$ cat src/rtl/shac_pkg.sv
// ----------------------------------------------------------------------------
// shac_pkg: shared types, constants and functions of the SHA-256 compressor
//
// Holds the word and hash types, the initial hash, the round-constant table,
// the sigma functions and the control struct between the top and round unit.
// ----------------------------------------------------------------------------
`default_nettype none

package shac_pkg;

    // One 32-bit word and the eight words of a hash or working-variable set.
    typedef logic [31:0] word_t;
    typedef word_t [7:0] hash_t;

    localparam int NumSchedCells = 16;
    localparam int NumRounds     = 64;
    localparam int PosWidth      = $clog2(NumSchedCells);
    localparam int RoundWidth    = $clog2(NumRounds);

    // Standard initial hash, word 0 at index 0.
    localparam hash_t InitHash = {
        32'h5BE0CD19, 32'h1F83D9AB, 32'h9B05688C, 32'h510E527F,
        32'hA54FF53A, 32'h3C6EF372, 32'hBB67AE85, 32'h6A09E667
    };

    // Round constants.
    localparam word_t RoundK [NumRounds] = '{
        32'h428A2F98, 32'h71374491, 32'hB5C0FBCF, 32'hE9B5DBA5,
        32'h3956C25B, 32'h59F111F1, 32'h923F82A4, 32'hAB1C5ED5,
        32'hD807AA98, 32'h12835B01, 32'h243185BE, 32'h550C7DC3,
        32'h72BE5D74, 32'h80DEB1FE, 32'h9BDC06A7, 32'hC19BF174,
        32'hE49B69C1, 32'hEFBE4786, 32'h0FC19DC6, 32'h240CA1CC,
        32'h2DE92C6F, 32'h4A7484AA, 32'h5CB0A9DC, 32'h76F988DA,
        32'h983E5152, 32'hA831C66D, 32'hB00327C8, 32'hBF597FC7,
        32'hC6E00BF3, 32'hD5A79147, 32'h06CA6351, 32'h14292967,
        32'h27B70A85, 32'h2E1B2138, 32'h4D2C6DFC, 32'h53380D13,
        32'h650A7354, 32'h766A0ABB, 32'h81C2C92E, 32'h92722C85,
        32'hA2BFE8A1, 32'hA81A664B, 32'hC24B8B70, 32'hC76C51A3,
        32'hD192E819, 32'hD6990624, 32'hF40E3585, 32'h106AA070,
        32'h19A4C116, 32'h1E376C08, 32'h2748774C, 32'h34B0BCB5,
        32'h391C0CB3, 32'h4ED8AA4A, 32'h5B9CCA4F, 32'h682E6FF3,
        32'h748F82EE, 32'h78A5636F, 32'h84C87814, 32'h8CC70208,
        32'h90BEFFFA, 32'hA4506CEB, 32'hBEF9A3F7, 32'hC67178F2
    };

    // Control from the sequencer to the round unit.
    typedef struct packed {
        logic load;   // take the chaining value as working variables
        logic step;   // run one round
    } round_ctrl_t;

    // Round functions on the working variables.
    function automatic word_t big_sigma0(input word_t x);
        return {x[1:0], x[31:2]} ^ {x[12:0], x[31:13]} ^ {x[21:0], x[31:22]};
    endfunction

    function automatic word_t big_sigma1(input word_t x);
        return {x[5:0], x[31:6]} ^ {x[10:0], x[31:11]} ^ {x[24:0], x[31:25]};
    endfunction

    // Message schedule functions.
    function automatic word_t small_sigma0(input word_t x);
        return {x[6:0], x[31:7]} ^ {x[17:0], x[31:18]} ^ {3'b000, x[31:3]};
    endfunction

    function automatic word_t small_sigma1(input word_t x);
        return {x[16:0], x[31:17]} ^ {x[18:0], x[31:19]} ^ {10'b0, x[31:10]};
    endfunction

endpackage

`default_nettype wire

$ cat src/rtl/shac_msg_if.sv
// ----------------------------------------------------------------------------
// shac_msg_if: message word channel
//
// Carries one 32-bit message word and the chain restart flag per item.
// ----------------------------------------------------------------------------
`default_nettype none

interface shac_msg_if;

    logic        valid;
    logic        ready;
    logic [31:0] message_word;
    logic        restart_chain;

    modport source (output valid, output message_word, output restart_chain, input ready);
    modport sink   (input valid, input message_word, input restart_chain, output ready);

endinterface

`default_nettype wire

$ cat src/rtl/shac_hash_if.sv
// ----------------------------------------------------------------------------
// shac_hash_if: hash result channel
//
// Carries the eight updated chaining words of one block per item.
// ----------------------------------------------------------------------------
`default_nettype none

interface shac_hash_if;

    logic        valid;
    logic        ready;
    logic [31:0] hash_word0;
    logic [31:0] hash_word1;
    logic [31:0] hash_word2;
    logic [31:0] hash_word3;
    logic [31:0] hash_word4;
    logic [31:0] hash_word5;
    logic [31:0] hash_word6;
    logic [31:0] hash_word7;

    modport source (
        output valid, input ready,
        output hash_word0, output hash_word1, output hash_word2, output hash_word3,
        output hash_word4, output hash_word5, output hash_word6, output hash_word7
    );
    modport sink (
        input valid, output ready,
        input hash_word0, input hash_word1, input hash_word2, input hash_word3,
        input hash_word4, input hash_word5, input hash_word6, input hash_word7
    );

endinterface

`default_nettype wire

$ cat src/rtl/shac_sched_cell.sv
// ----------------------------------------------------------------------------
// shac_sched_cell: one cell of the message schedule chain
//
// Holds one schedule word and takes its neighbor's word on every shift.
// ----------------------------------------------------------------------------
`default_nettype none

module shac_sched_cell
    import shac_pkg::*;
(
    input  wire logic  clk,
    input  wire logic  shift,
    input  wire word_t d,
    output word_t      q
);

    word_t word_reg;

    // The word moves one place down the chain on each shift.
    always_ff @(posedge clk)
    begin
        if (shift)
        begin
            word_reg <= d;
        end
    end

    assign q = word_reg;

endmodule

`default_nettype wire

$ cat src/rtl/shac_round.sv
// ----------------------------------------------------------------------------
// shac_round: SHA-256 round unit
//
// Holds the working variables a to h and runs one round per step, taking the
// schedule word and round constant of that round.
// ----------------------------------------------------------------------------
`default_nettype none

module shac_round
    import shac_pkg::*;
(
    input  wire logic        clk,
    input  wire round_ctrl_t ctrl,
    input  wire hash_t       init,
    input  wire word_t       w,
    input  wire word_t       k,
    output hash_t            vars
);

    hash_t vars_reg;
    hash_t vars_next;
    word_t choose;
    word_t major;
    word_t sum1;
    word_t sum2;

    // Load takes the initial value; one round: the variables shift down and a and e take the new sums.
    always_comb
    begin
        choose = (vars_reg[4] & vars_reg[5]) ^ (~vars_reg[4] & vars_reg[6]);
        major  = (vars_reg[0] & vars_reg[1]) ^ (vars_reg[0] & vars_reg[2])
               ^ (vars_reg[1] & vars_reg[2]);
        sum1   = vars_reg[7] + big_sigma1(vars_reg[4]) + choose + k + w;
        sum2   = big_sigma0(vars_reg[0]) + major;
        vars_next = vars_reg;
        if (ctrl.load)
        begin
            vars_next = init;
        end
        else if (ctrl.step)
        begin
            vars_next[7] = vars_reg[6];
            vars_next[6] = vars_reg[5];
            vars_next[5] = vars_reg[4];
            vars_next[4] = vars_reg[3] + sum1;
            vars_next[3] = vars_reg[2];
            vars_next[2] = vars_reg[1];
            vars_next[1] = vars_reg[0];
            vars_next[0] = sum1 + sum2;
        end
    end

    always_ff @(posedge clk)
    begin
        vars_reg <= vars_next;
    end

    assign vars = vars_reg;

endmodule

`default_nettype wire

$ cat src/rtl/sha256_block_compress.sv
// ----------------------------------------------------------------------------
// sha256_block_compress: SHA-256 block compression with kept chaining value
//
// Usage: the source sends a padded message on msg, one 32-bit big-endian word
// per item, sixteen items per block. restart_chain on a block's first word
// restarts the chaining value from the initial hash; elsewhere it is ignored.
// After the sixteenth word the block runs 64 rounds, one per cycle, while a
// sixteen-cell schedule chain shifts out one schedule word per round and
// takes in the next expanded word. The updated chaining value then appears
// on hash as one item of eight words (hash_word0 first in digest order).
// The hash item is registered in the add-back state that follows the rounds.
// Blocks go one at a time through the load, round and add-back states of the
// single shared round unit, so a block's words wait for the last add-back.
// msg.ready is low during the rounds and the add-back state. A waiting hash
// item is held in its output register; the next block's words are accepted
// meanwhile, and its add-back waits until the held item is taken.
// Reset sets the chaining value to the initial hash and the word position to
// the first word of a block; no hash item is pending after reset.
// ----------------------------------------------------------------------------
`default_nettype none

module sha256_block_compress
    import shac_pkg::*;
(
    input  wire logic clk,
    input  wire logic rst_n,
    shac_msg_if.sink    msg,
    shac_hash_if.source hash
);

    typedef enum logic [1:0] {
        ST_LOAD,
        ST_ROUND,
        ST_FINAL
    } state_t;

    state_t                state_reg;
    state_t                state_next;
    logic [PosWidth-1:0]   pos_reg;
    logic [PosWidth-1:0]   pos_next;
    logic [RoundWidth-1:0] rnd_reg;
    logic [RoundWidth-1:0] rnd_next;
    logic                  out_valid_reg;
    logic                  out_valid_next;
    hash_t                 chain_reg;
    hash_t                 chain_next;
    hash_t                 hash_reg;
    hash_t                 sum_hash;

    logic        msg_acc;
    logic        out_free;
    logic        finish;
    logic        sched_shift;
    word_t       sched_tail;
    word_t       sched_q [NumSchedCells];
    round_ctrl_t round_ctrl;
    hash_t       work_vars;

    assign msg.ready = (state_reg == ST_LOAD);
    assign msg_acc   = msg.valid && (state_reg == ST_LOAD);
    assign out_free  = !out_valid_reg || hash.ready;
    assign finish    = (state_reg == ST_FINAL) && out_free;

    // Schedule chain: words enter at the top cell and reach cell 0 in order.
    assign sched_shift = msg_acc || (state_reg == ST_ROUND);
    assign sched_tail  = (state_reg == ST_LOAD) ? msg.message_word
                       : small_sigma1(sched_q[NumSchedCells-2]) + sched_q[NumSchedCells-7]
                         + small_sigma0(sched_q[1]) + sched_q[0];

    for (genvar i = 0; i < NumSchedCells; i++)
    begin : g_sched
        if (i == NumSchedCells - 1)
        begin : g_top
            shac_sched_cell u_cell (
                .clk   (clk),
                .shift (sched_shift),
                .d     (sched_tail),
                .q     (sched_q[i])
            );
        end
        else
        begin : g_mid
            shac_sched_cell u_cell (
                .clk   (clk),
                .shift (sched_shift),
                .d     (sched_q[i+1]),
                .q     (sched_q[i])
            );
        end
    end

    // Round unit: loaded as the last word of a block is accepted.
    assign round_ctrl.load = msg_acc && (pos_reg == PosWidth'(NumSchedCells - 1));
    assign round_ctrl.step = (state_reg == ST_ROUND);

    shac_round u_round (
        .clk  (clk),
        .ctrl (round_ctrl),
        .init (chain_reg),
        .w    (sched_q[0]),
        .k    (RoundK[rnd_reg]),
        .vars (work_vars)
    );

    // Add the working variables back into the chaining value.
    always_comb
    begin
        for (int j = 0; j < 8; j++)
        begin
            sum_hash[j] = chain_reg[j] + work_vars[j];
        end
    end

    // Sequencer next state.
    always_comb
    begin
        state_next     = state_reg;
        pos_next       = pos_reg;
        rnd_next       = rnd_reg;
        chain_next     = chain_reg;
        out_valid_next = out_valid_reg && !hash.ready;
        unique case (state_reg)
            ST_LOAD:
            begin
                if (msg_acc)
                begin
                    pos_next = pos_reg + 1'b1;
                    if ((pos_reg == '0) && msg.restart_chain)
                    begin
                        chain_next = InitHash;
                    end
                    if (round_ctrl.load)
                    begin
                        rnd_next   = '0;
                        state_next = ST_ROUND;
                    end
                end
            end
            ST_ROUND:
            begin
                rnd_next = rnd_reg + 1'b1;
                if (rnd_reg == RoundWidth'(NumRounds - 1))
                begin
                    state_next = ST_FINAL;
                end
            end
            ST_FINAL:
            begin
                if (out_free)
                begin
                    chain_next     = sum_hash;
                    out_valid_next = 1'b1;
                    state_next     = ST_LOAD;
                end
            end
            default:
            begin
                state_next = ST_LOAD;
            end
        endcase
    end

    always_ff @(posedge clk or negedge rst_n)
    begin
        if (!rst_n)
        begin
            state_reg     <= ST_LOAD;
            pos_reg       <= '0;
            rnd_reg       <= '0;
            out_valid_reg <= 1'b0;
            chain_reg     <= InitHash;
        end
        else
        begin
            state_reg     <= state_next;
            pos_reg       <= pos_next;
            rnd_reg       <= rnd_next;
            out_valid_reg <= out_valid_next;
            chain_reg     <= chain_next;
        end
    end

    // Output register for the hash item.
    always_ff @(posedge clk)
    begin
        if (finish)
        begin
            hash_reg <= sum_hash;
        end
    end

    assign hash.valid      = out_valid_reg;
    assign hash.hash_word0 = hash_reg[0];
    assign hash.hash_word1 = hash_reg[1];
    assign hash.hash_word2 = hash_reg[2];
    assign hash.hash_word3 = hash_reg[3];
    assign hash.hash_word4 = hash_reg[4];
    assign hash.hash_word5 = hash_reg[5];
    assign hash.hash_word6 = hash_reg[6];
    assign hash.hash_word7 = hash_reg[7];

endmodule

`default_nettype wire

$ cat src/flat_wrapper.sv
// flat-port wrapper written by rule: the top's interface ports become plain ports
module sha256_block_compress_flat import shac_pkg::*;
  (clk, rst_n, msg_valid, msg_message_word, msg_restart_chain, msg_ready, hash_valid, hash_ready, hash_hash_word0, hash_hash_word1, hash_hash_word2, hash_hash_word3, hash_hash_word4, hash_hash_word5, hash_hash_word6, hash_hash_word7);
  shac_msg_if msg_i ();
  shac_hash_if hash_i ();
  input  wire logic clk;
  input  wire logic rst_n;
  input wire logic [$bits(msg_i.valid)-1:0] msg_valid;
  input wire logic [$bits(msg_i.message_word)-1:0] msg_message_word;
  input wire logic [$bits(msg_i.restart_chain)-1:0] msg_restart_chain;
  output wire logic [$bits(msg_i.ready)-1:0] msg_ready;
  output wire logic [$bits(hash_i.valid)-1:0] hash_valid;
  input wire logic [$bits(hash_i.ready)-1:0] hash_ready;
  output wire logic [$bits(hash_i.hash_word0)-1:0] hash_hash_word0;
  output wire logic [$bits(hash_i.hash_word1)-1:0] hash_hash_word1;
  output wire logic [$bits(hash_i.hash_word2)-1:0] hash_hash_word2;
  output wire logic [$bits(hash_i.hash_word3)-1:0] hash_hash_word3;
  output wire logic [$bits(hash_i.hash_word4)-1:0] hash_hash_word4;
  output wire logic [$bits(hash_i.hash_word5)-1:0] hash_hash_word5;
  output wire logic [$bits(hash_i.hash_word6)-1:0] hash_hash_word6;
  output wire logic [$bits(hash_i.hash_word7)-1:0] hash_hash_word7;
  assign msg_i.valid = msg_valid;
  assign msg_i.message_word = msg_message_word;
  assign msg_i.restart_chain = msg_restart_chain;
  assign msg_ready = msg_i.ready;
  assign hash_valid = hash_i.valid;
  assign hash_i.ready = hash_ready;
  assign hash_hash_word0 = hash_i.hash_word0;
  assign hash_hash_word1 = hash_i.hash_word1;
  assign hash_hash_word2 = hash_i.hash_word2;
  assign hash_hash_word3 = hash_i.hash_word3;
  assign hash_hash_word4 = hash_i.hash_word4;
  assign hash_hash_word5 = hash_i.hash_word5;
  assign hash_hash_word6 = hash_i.hash_word6;
  assign hash_hash_word7 = hash_i.hash_word7;
  sha256_block_compress u_core (.clk(clk), .rst_n(rst_n), .msg(msg_i), .hash(hash_i));
endmodule
$ cat config.mk
export PLATFORM = sky130hd
export DESIGN_NAME = sha256_block_compress_flat
export DESIGN_NICKNAME = d
export VERILOG_FILES = /design/src/rtl/shac_pkg.sv /design/src/rtl/shac_msg_if.sv /design/src/rtl/shac_hash_if.sv /design/src/rtl/shac_sched_cell.sv /design/src/rtl/shac_round.sv /design/src/rtl/sha256_block_compress.sv /design/src/flat_wrapper.sv
export SDC_FILE = /design/constraint.sdc
export NUM_CORES = 2
export LEC_CHECK = 0
export BUFFER_PORTS_ARGS = -buffer_cell sky130_fd_sc_hd__buf_2
export CELL_PAD_IN_SITES_DETAIL_PLACEMENT = 1
export CELL_PAD_IN_SITES_GLOBAL_PLACEMENT = 2
export CORE_MARGIN = 3
export CORE_UTILIZATION = 30
export DETAILED_ROUTE_END_ITERATION = 12
export HOLD_SLACK_MARGIN = 0.03
export PLACE_DENSITY = 0.56
export REMOVE_ABC_BUFFERS = 1
export SYNTH_ARGS = -nofsm -noshare
export SYNTH_HDL_FRONTEND = slang
export SYNTH_SLANG_ARGS = --single-unit
export TNS_END_PERCENT = 5
$ cat constraint.sdc
create_clock -name clk -period 27 [get_ports clk]
set_input_delay 4.05 -clock clk [delete_from_list [all_inputs] [get_ports clk]]
set_output_delay 4.05 -clock clk [all_outputs]
set_load 0.005 [all_outputs]
Word level (Yosys, flattened, before mapping)
Memory sizes are Yosys's and may differ from the RTL's.
Index checks and enable logic that the tools add are counted.
{"block": "op_classes", "add_sub_neg": 20, "magnitude_cmp": 1, "n_eq_ne": 9, "n_reduce_logical": 18, "n_bitwise": 18, "mux": 19}
{"cell": "2-to-1 mux 256 bit", "n": 5}
{"cell": "adder 32 bit", "n": 18}
{"cell": "one-hot mux 256 bit (2 select lines)", "n": 1}
{"cell": "bitwise XOR 32 bit", "n": 9}
{"cell": "AND 32 bit", "n": 5}
{"cell": "2-to-1 mux 32 bit", "n": 3}
{"cell": "NOT 32 bit", "n": 1}
{"cell": "bitwise XOR 32 x 22 -> 32 bit", "n": 1}
{"cell": "bitwise XOR 32 x 29 -> 32 bit", "n": 1}
{"cell": "2-to-1 mux 6 bit", "n": 2}
{"cell": "one-hot mux 6 bit (2 select lines)", "n": 1}
{"cell": "2-to-1 mux 2 bit", "n": 4}
{"cell": "!= test 2 x 1 -> 1 bit, second input constant", "n": 4}
{"cell": "AND reduction 4 bit", "n": 2}
{"cell": ">= comparator 7 bit, second input constant", "n": 1}
{"cell": "NOT 6 -> 7 bit", "n": 1}
{"cell": "adder 6 x 1 -> 6 bit, second input constant", "n": 1}
{"cell": "== test 6 bit, second input constant", "n": 1}
{"cell": "one-hot mux 2 bit (3 select lines)", "n": 1}
{"cell": "nonzero test 2 bit", "n": 3}
{"cell": "logical AND 1 bit", "n": 5}
{"cell": "adder 4 x 1 -> 4 bit, second input constant", "n": 1}
{"cell": "== test 4 bit, second input constant", "n": 1}
{"cell": "logical NOT 4 bit", "n": 1}
{"cell": "9 further kinds", "n": 12}
{"block": "word_totals", "word_cells": 130, "mem_count": 1, "ff_bits": 1293, "output_inout_bits": 258, "rom_bits": 2048}
{"name": "(name not given)", "words": 64, "width": 32, "rd": 1, "rd_clocked_by_memory_dff": 0, "write_ports": 0, "line_no": "sha256_block_compress.sv:101", "text": ".k (RoundK[rnd_reg]),"}

Longest topological paths before layout
{"block": "logic_depth", "word_depth": 9, "depth_mapped": 43}

Hierarchy
A second synthesis with hierarchy kept.
{"block": "unflattened", "hier_cells": 5855, "hier_area_um2": 71760.1}
{"module": "sha256_block_compress", "seq_area_each_um2": 14589.0, "instances": 1, "cells_each": 3622, "area_per_inst_um2": 36409.9}
{"module": "shac_round", "seq_area_each_um2": 7687.4, "instances": 1, "cells_each": 1721, "area_per_inst_um2": 19975.4}
{"module": "shac_sched_cell", "seq_area_each_um2": 960.9, "instances": 16, "cells_each": 32, "area_per_inst_um2": 960.9}

Worst setup path before layout
OpenSTA, ideal clock, no wires.
{"block": "synth_path", "kind": "input-to-reg", "startpoint": "input msg_valid", "endpoint": "register u_core.g_sched[0].g_mid.u_cell.word_reg[0], enable pin", "path_slack_ns": 0.118, "arrival_time_ns": 25.471, "setup_ns": 1.411, "stages": 2, "path_buffers": 0, "path_cell_list": "nor2_1 > nor2_1"}
{"block": "synth_between", "elab_chain_cells": 2}
{"item": "start, declared", "line_no": "flat_wrapper.sv:8", "text": "input wire logic [$bits(msg_i.valid)-1:0] msg_valid;"}
{"item": "logical AND 1 bit", "line_no": "sha256_block_compress.sv:60", "text": "assign msg_acc = msg.valid && (state_reg == ST_LOAD);"}
{"item": "logical OR 1 bit", "line_no": "sha256_block_compress.sv:65", "text": "assign sched_shift = msg_acc || (state_reg == ST_ROUND);"}
{"item": "net u_core.g_sched[0].g_mid.u_cell.shift", "line_no": "shac_sched_cell.sv:12", "text": "input wire logic shift,"}
{"item": "end signal, assigned", "line_no": "shac_sched_cell.sv:24", "text": "word_reg <= d;"}
{"item": "end, declared", "line_no": "shac_sched_cell.sv:17", "text": "word_t word_reg;"}
The timed path passes the listed nets, and every way through them passes these cells.
A chain may end at the register's enable or synchronous reset.

==> implementation parameters <==
Parameter                              Value

Critical path
  CP Data Arrival Time ... 11,080 ps
  Kind of capture point of the worst setup path ... flip-flop
  Worst path bufs/invs ... 6
  Reg2reg start ... u_core.rnd_reg[1]$_DFFE_PN0P_
  Worst-path fanout max ... 26
  Slowest cell delay on critical path ... 730 ps
  CP Class ... flip-flop to flip-flop
  Launching element of the worst setup path ... u_core.rnd_reg[1]$_DFFE_PN0P_
  CP top delay family ... compound AO/OA/AOI/OAI gates
  Slowest library cell on the worst path ... sky130_fd_sc_hd__nor2b_1
  CP Launch Type ... flip-flop
  WP data required ... 27,550 ps

Die
  Height of the die ... 496 um
  Number of standard-cell rows in the floorplan ... 179
  Effective utilization at floorplan ... 0.302
  Top Ports ... 295
  CORE AREA ... 239,000 um^2
  Die Outline Area ... 246,000 um^2
  Horiz. Die Dim ... 496 um

Final layout
  Final core occ ... 0.347
  Fraction of layout instances using a drive strength above 1 ... 0.126
  Max FFs per register ... 480
  Area overhead of the layout relative to synthesis ... 14.7%
  Final Net Count ... 7,183

CTS
  Clock Root Buffer ... sky130_fd_sc_hd__clkbuf_16
  Clock-pin slew on the worst setup and hold paths ... 70 ps
  Setup Fix Bufs, Post-CTS ... 0
  Clk_lat worst skew ... 850 ps
  Inserted Clock Buffers ... 159
  CTS tree ... built
  Number of buffers on the longest clock path ... 3
  Hold buffer count at CTS ... 0
  Total number of clock tree sinks ... 1,293
  H-tree depth reported by CTS ... 4
  CTS resizes ... 0

Run status
  Run status ... finished, final reports clean

Synth
  Count of distinct cell types in the synthesized netlist ... 87
  Count of mapped cells out of synthesis ... 6,291
  Netlist Area Pre-Place ... 72,100 um^2
  Number of enable flip-flop cells after synthesis ... 1,024
  Sequential-to-total area share from yosys stat ... 0.522
  Most used DFF post-synth ... sky130_fd_sc_hd__edfxtp_1
  Commonest cells post-synth ... sky130_fd_sc_hd__edfxtp_1, sky130_fd_sc_hd__nand2_1, sky130_fd_sc_hd__a21oi_1, sky130_fd_sc_hd__xnor2_1, sky130_fd_sc_hd__ha_1
  Post-synth top area share ... 0.426
  Leading post-synthesis cells by cell area ... sky130_fd_sc_hd__edfxtp_1, sky130_fd_sc_hd__ha_1, sky130_fd_sc_hd__fa_1
  Mean area per synthesized cell ... 11.5 um^2
  Number of storage elements in the synthesis netlist ... 1,293
  Most frequent cell after synthesis ... sky130_fd_sc_hd__edfxtp_1
  Post-synth top area cell ... sky130_fd_sc_hd__edfxtp_1
  Post-synthesis async set-or-reset flop share ... 0.208
  Number of synthesis warnings ... 0

Detailed routing
  Average detailed-routed wire length per instance ... 27.5 um
  Vias ... 50,450
  Post-route DRC ... 0
  Number of nets still failing antenna checks after routing ... 0
  Detailed-route vias per instance ... 5.11
  Total Routed Length ... 271,000 um
  Iteration-0 DRC count of the detailed router ... 3,489
  First-pass detailed-route iteration total ... 5

Timing
  Number of hold-slack violations in the final timing report ... 0
  Worst hold slack across all endpoints ... 392 ps
  Final setup violation count ... 0
  Setup repair after global routing missed its margin ... false
  Slew at the pin closest to its max-slew limit ... 1230 ps
  Headroom to the max-slew limit ... 0.161
  Period utilization ... 0.390
  Clock Skew ... 50.1 ps
  Slew Limit Fails ... 0
  Max frequency ... 95.0 MHz
  Post-route minimum period ... 10,520 ps
  Setup TNS Final ... 0 ps

Global route
  Overall Global Routing Usage ... 0.218
  Via count of the first global-routing pass ... 52,450
  Antenna violations before repair ... 7
  Pin count of the biggest net entering global routing ... 126
  Leftover overflow at the end of global routing ... 0
  First-pass GRT wire length ... 389,000 um

Hold path
  Type of the most critical hold path ... flip-flop to flip-flop
  Min-delay src ... u_core.g_sched[11].g_mid.u_cell.q[5]$_DFFE_PP_

Placement
  Final estimated routing congestion in global placement ... 0.894
  Placed wire-length estimate ... 205,000 um
  Total of buffers placed on input and output ports ... 294

Flow run
  Number of max-capacitance violations reported ... 0
-- path summary, 6_finish.rpt --
kind	to	slack [ps]	depth (start not counted)
worst max-delay path	u_core.u_round.vars[30]$_DFFE_PP_	16480	35
worst min-delay path	u_core.g_sched[10].g_mid.u_cell.q[5]$_DFFE_PP_	390	0
worst max register to register	u_core.u_round.vars[30]$_DFFE_PP_	16480	35
worst min register to register	u_core.g_sched[10].g_mid.u_cell.q[5]$_DFFE_PP_	390	0
max in group asynchronous	u_core.chain_reg[51]$_DFFE_PN0P_	20860	4
min in group asynchronous	u_core.chain_reg[229]$_DFFE_PN0P_	3180	1
-- worst reg2reg max path: cells and delay by family (launching register included) --
kind | cells | cell delay, ps
flip-flops | 1 | 320
adder cells (fa/ha/maj) | 8 | 3560
buffers and inverters | 6 | 980
XOR/XNOR | 2 | 490
AND/OR/NAND/NOR | 2 | 1210
AO/OA/AOI/OAI | 17 | 3650
-- cell type report --
class | count | area, um^2
flip-flops and latches | 1293 | 37700
clock inverters | 107 | 1330
inverters | 343 | 1290
multi-input cells | 4389 | 32200
clock buffers | 192 | 4170
diodes | 7 | 17.5
well taps | 3167 | 3960
repair buffers | 373 | 2090
fillers | 25801 | 156000
-- cell families (layout without fill, tap and decap cells) --
family                   after synthesis  count (layout)  synth area share
adder cells (fa/ha/maj)              591             591             0.123
AND/OR/NAND/NOR                     1582            1582            0.0962
buffers and inverters                609            1015            0.0317
multiplexers                          49              49           0.00838
other                                  0               7                 0
flip-flops                          1293            1293             0.522
XOR/XNOR                             599             599            0.0727
AO/OA/AOI/OAI                       1568            1568             0.146
-- routing by layer --
layer | vias up | part of all wire | global-route usage
li1 | 23250 | - | -
met1 | 26067 | 0.49 | 0.313
met5 | - | 0 | 0
met4 | 0 | 0.025 | 0.0561
met2 | 865 | 0.46 | 0.350
met3 | 268 | 0.029 | 0.0230
-- per-stage QoR --
stage / cells / area, um^2 / worst slack [ps]
2_1_floorplan: 6025 / 71100 / 118
3_3_place_gp: 9565 / 77200 / 16520
3_5_place_dp: 9565 / 77200 / 16530
4_1_cts: 9864 / 82700 / 16500
5_1_grt: 9866 / 82700 / 16070
6_report: 9871 / 82800 / 16480
-- layout by cell type, fill, tap and decap left out, types with 63 or more instances in the layout --
| master | synthesis | layout |
|---|---|---|
| sky130_fd_sc_hd__o21ai_0 | 280 | 280 |
| sky130_fd_sc_hd__nand2_1 | 827 | 826 |
| sky130_fd_sc_hd__nand2b_1 | 68 | 67 |
| sky130_fd_sc_hd__dfrtp_1 | 133 | 130 |
| sky130_fd_sc_hd__nor3_1 | 81 | 81 |
| sky130_fd_sc_hd__fa_1 | 195 | 195 |
| sky130_fd_sc_hd__inv_1 | 339 | 338 |
| sky130_fd_sc_hd__xnor2_1 | 419 | 419 |
| sky130_fd_sc_hd__ha_1 | 392 | 392 |
| sky130_fd_sc_hd__a21o_1 | 190 | 190 |
| sky130_fd_sc_hd__edfxtp_1 | 1024 | 1024 |
| sky130_fd_sc_hd__a21oi_1 | 419 | 419 |
| sky130_fd_sc_hd__nor2_1 | 305 | 303 |
| sky130_fd_sc_hd__buf_4 | 0 | 78 |
| sky130_fd_sc_hd__dfstp_2 | 136 | 136 |
| sky130_fd_sc_hd__clkbuf_16 | 0 | 160 |
| sky130_fd_sc_hd__xor2_1 | 180 | 180 |
| sky130_fd_sc_hd__a22o_1 | 115 | 115 |
| sky130_fd_sc_hd__nand3_1 | 73 | 73 |
| sky130_fd_sc_hd__o21a_1 | 63 | 63 |
| sky130_fd_sc_hd__o22a_1 | 125 | 124 |
| sky130_fd_sc_hd__buf_2 | 2 | 293 |
Power is not shown: default switching activity piles up to over one toggle a cycle in this logic, so the estimate is an artifact.
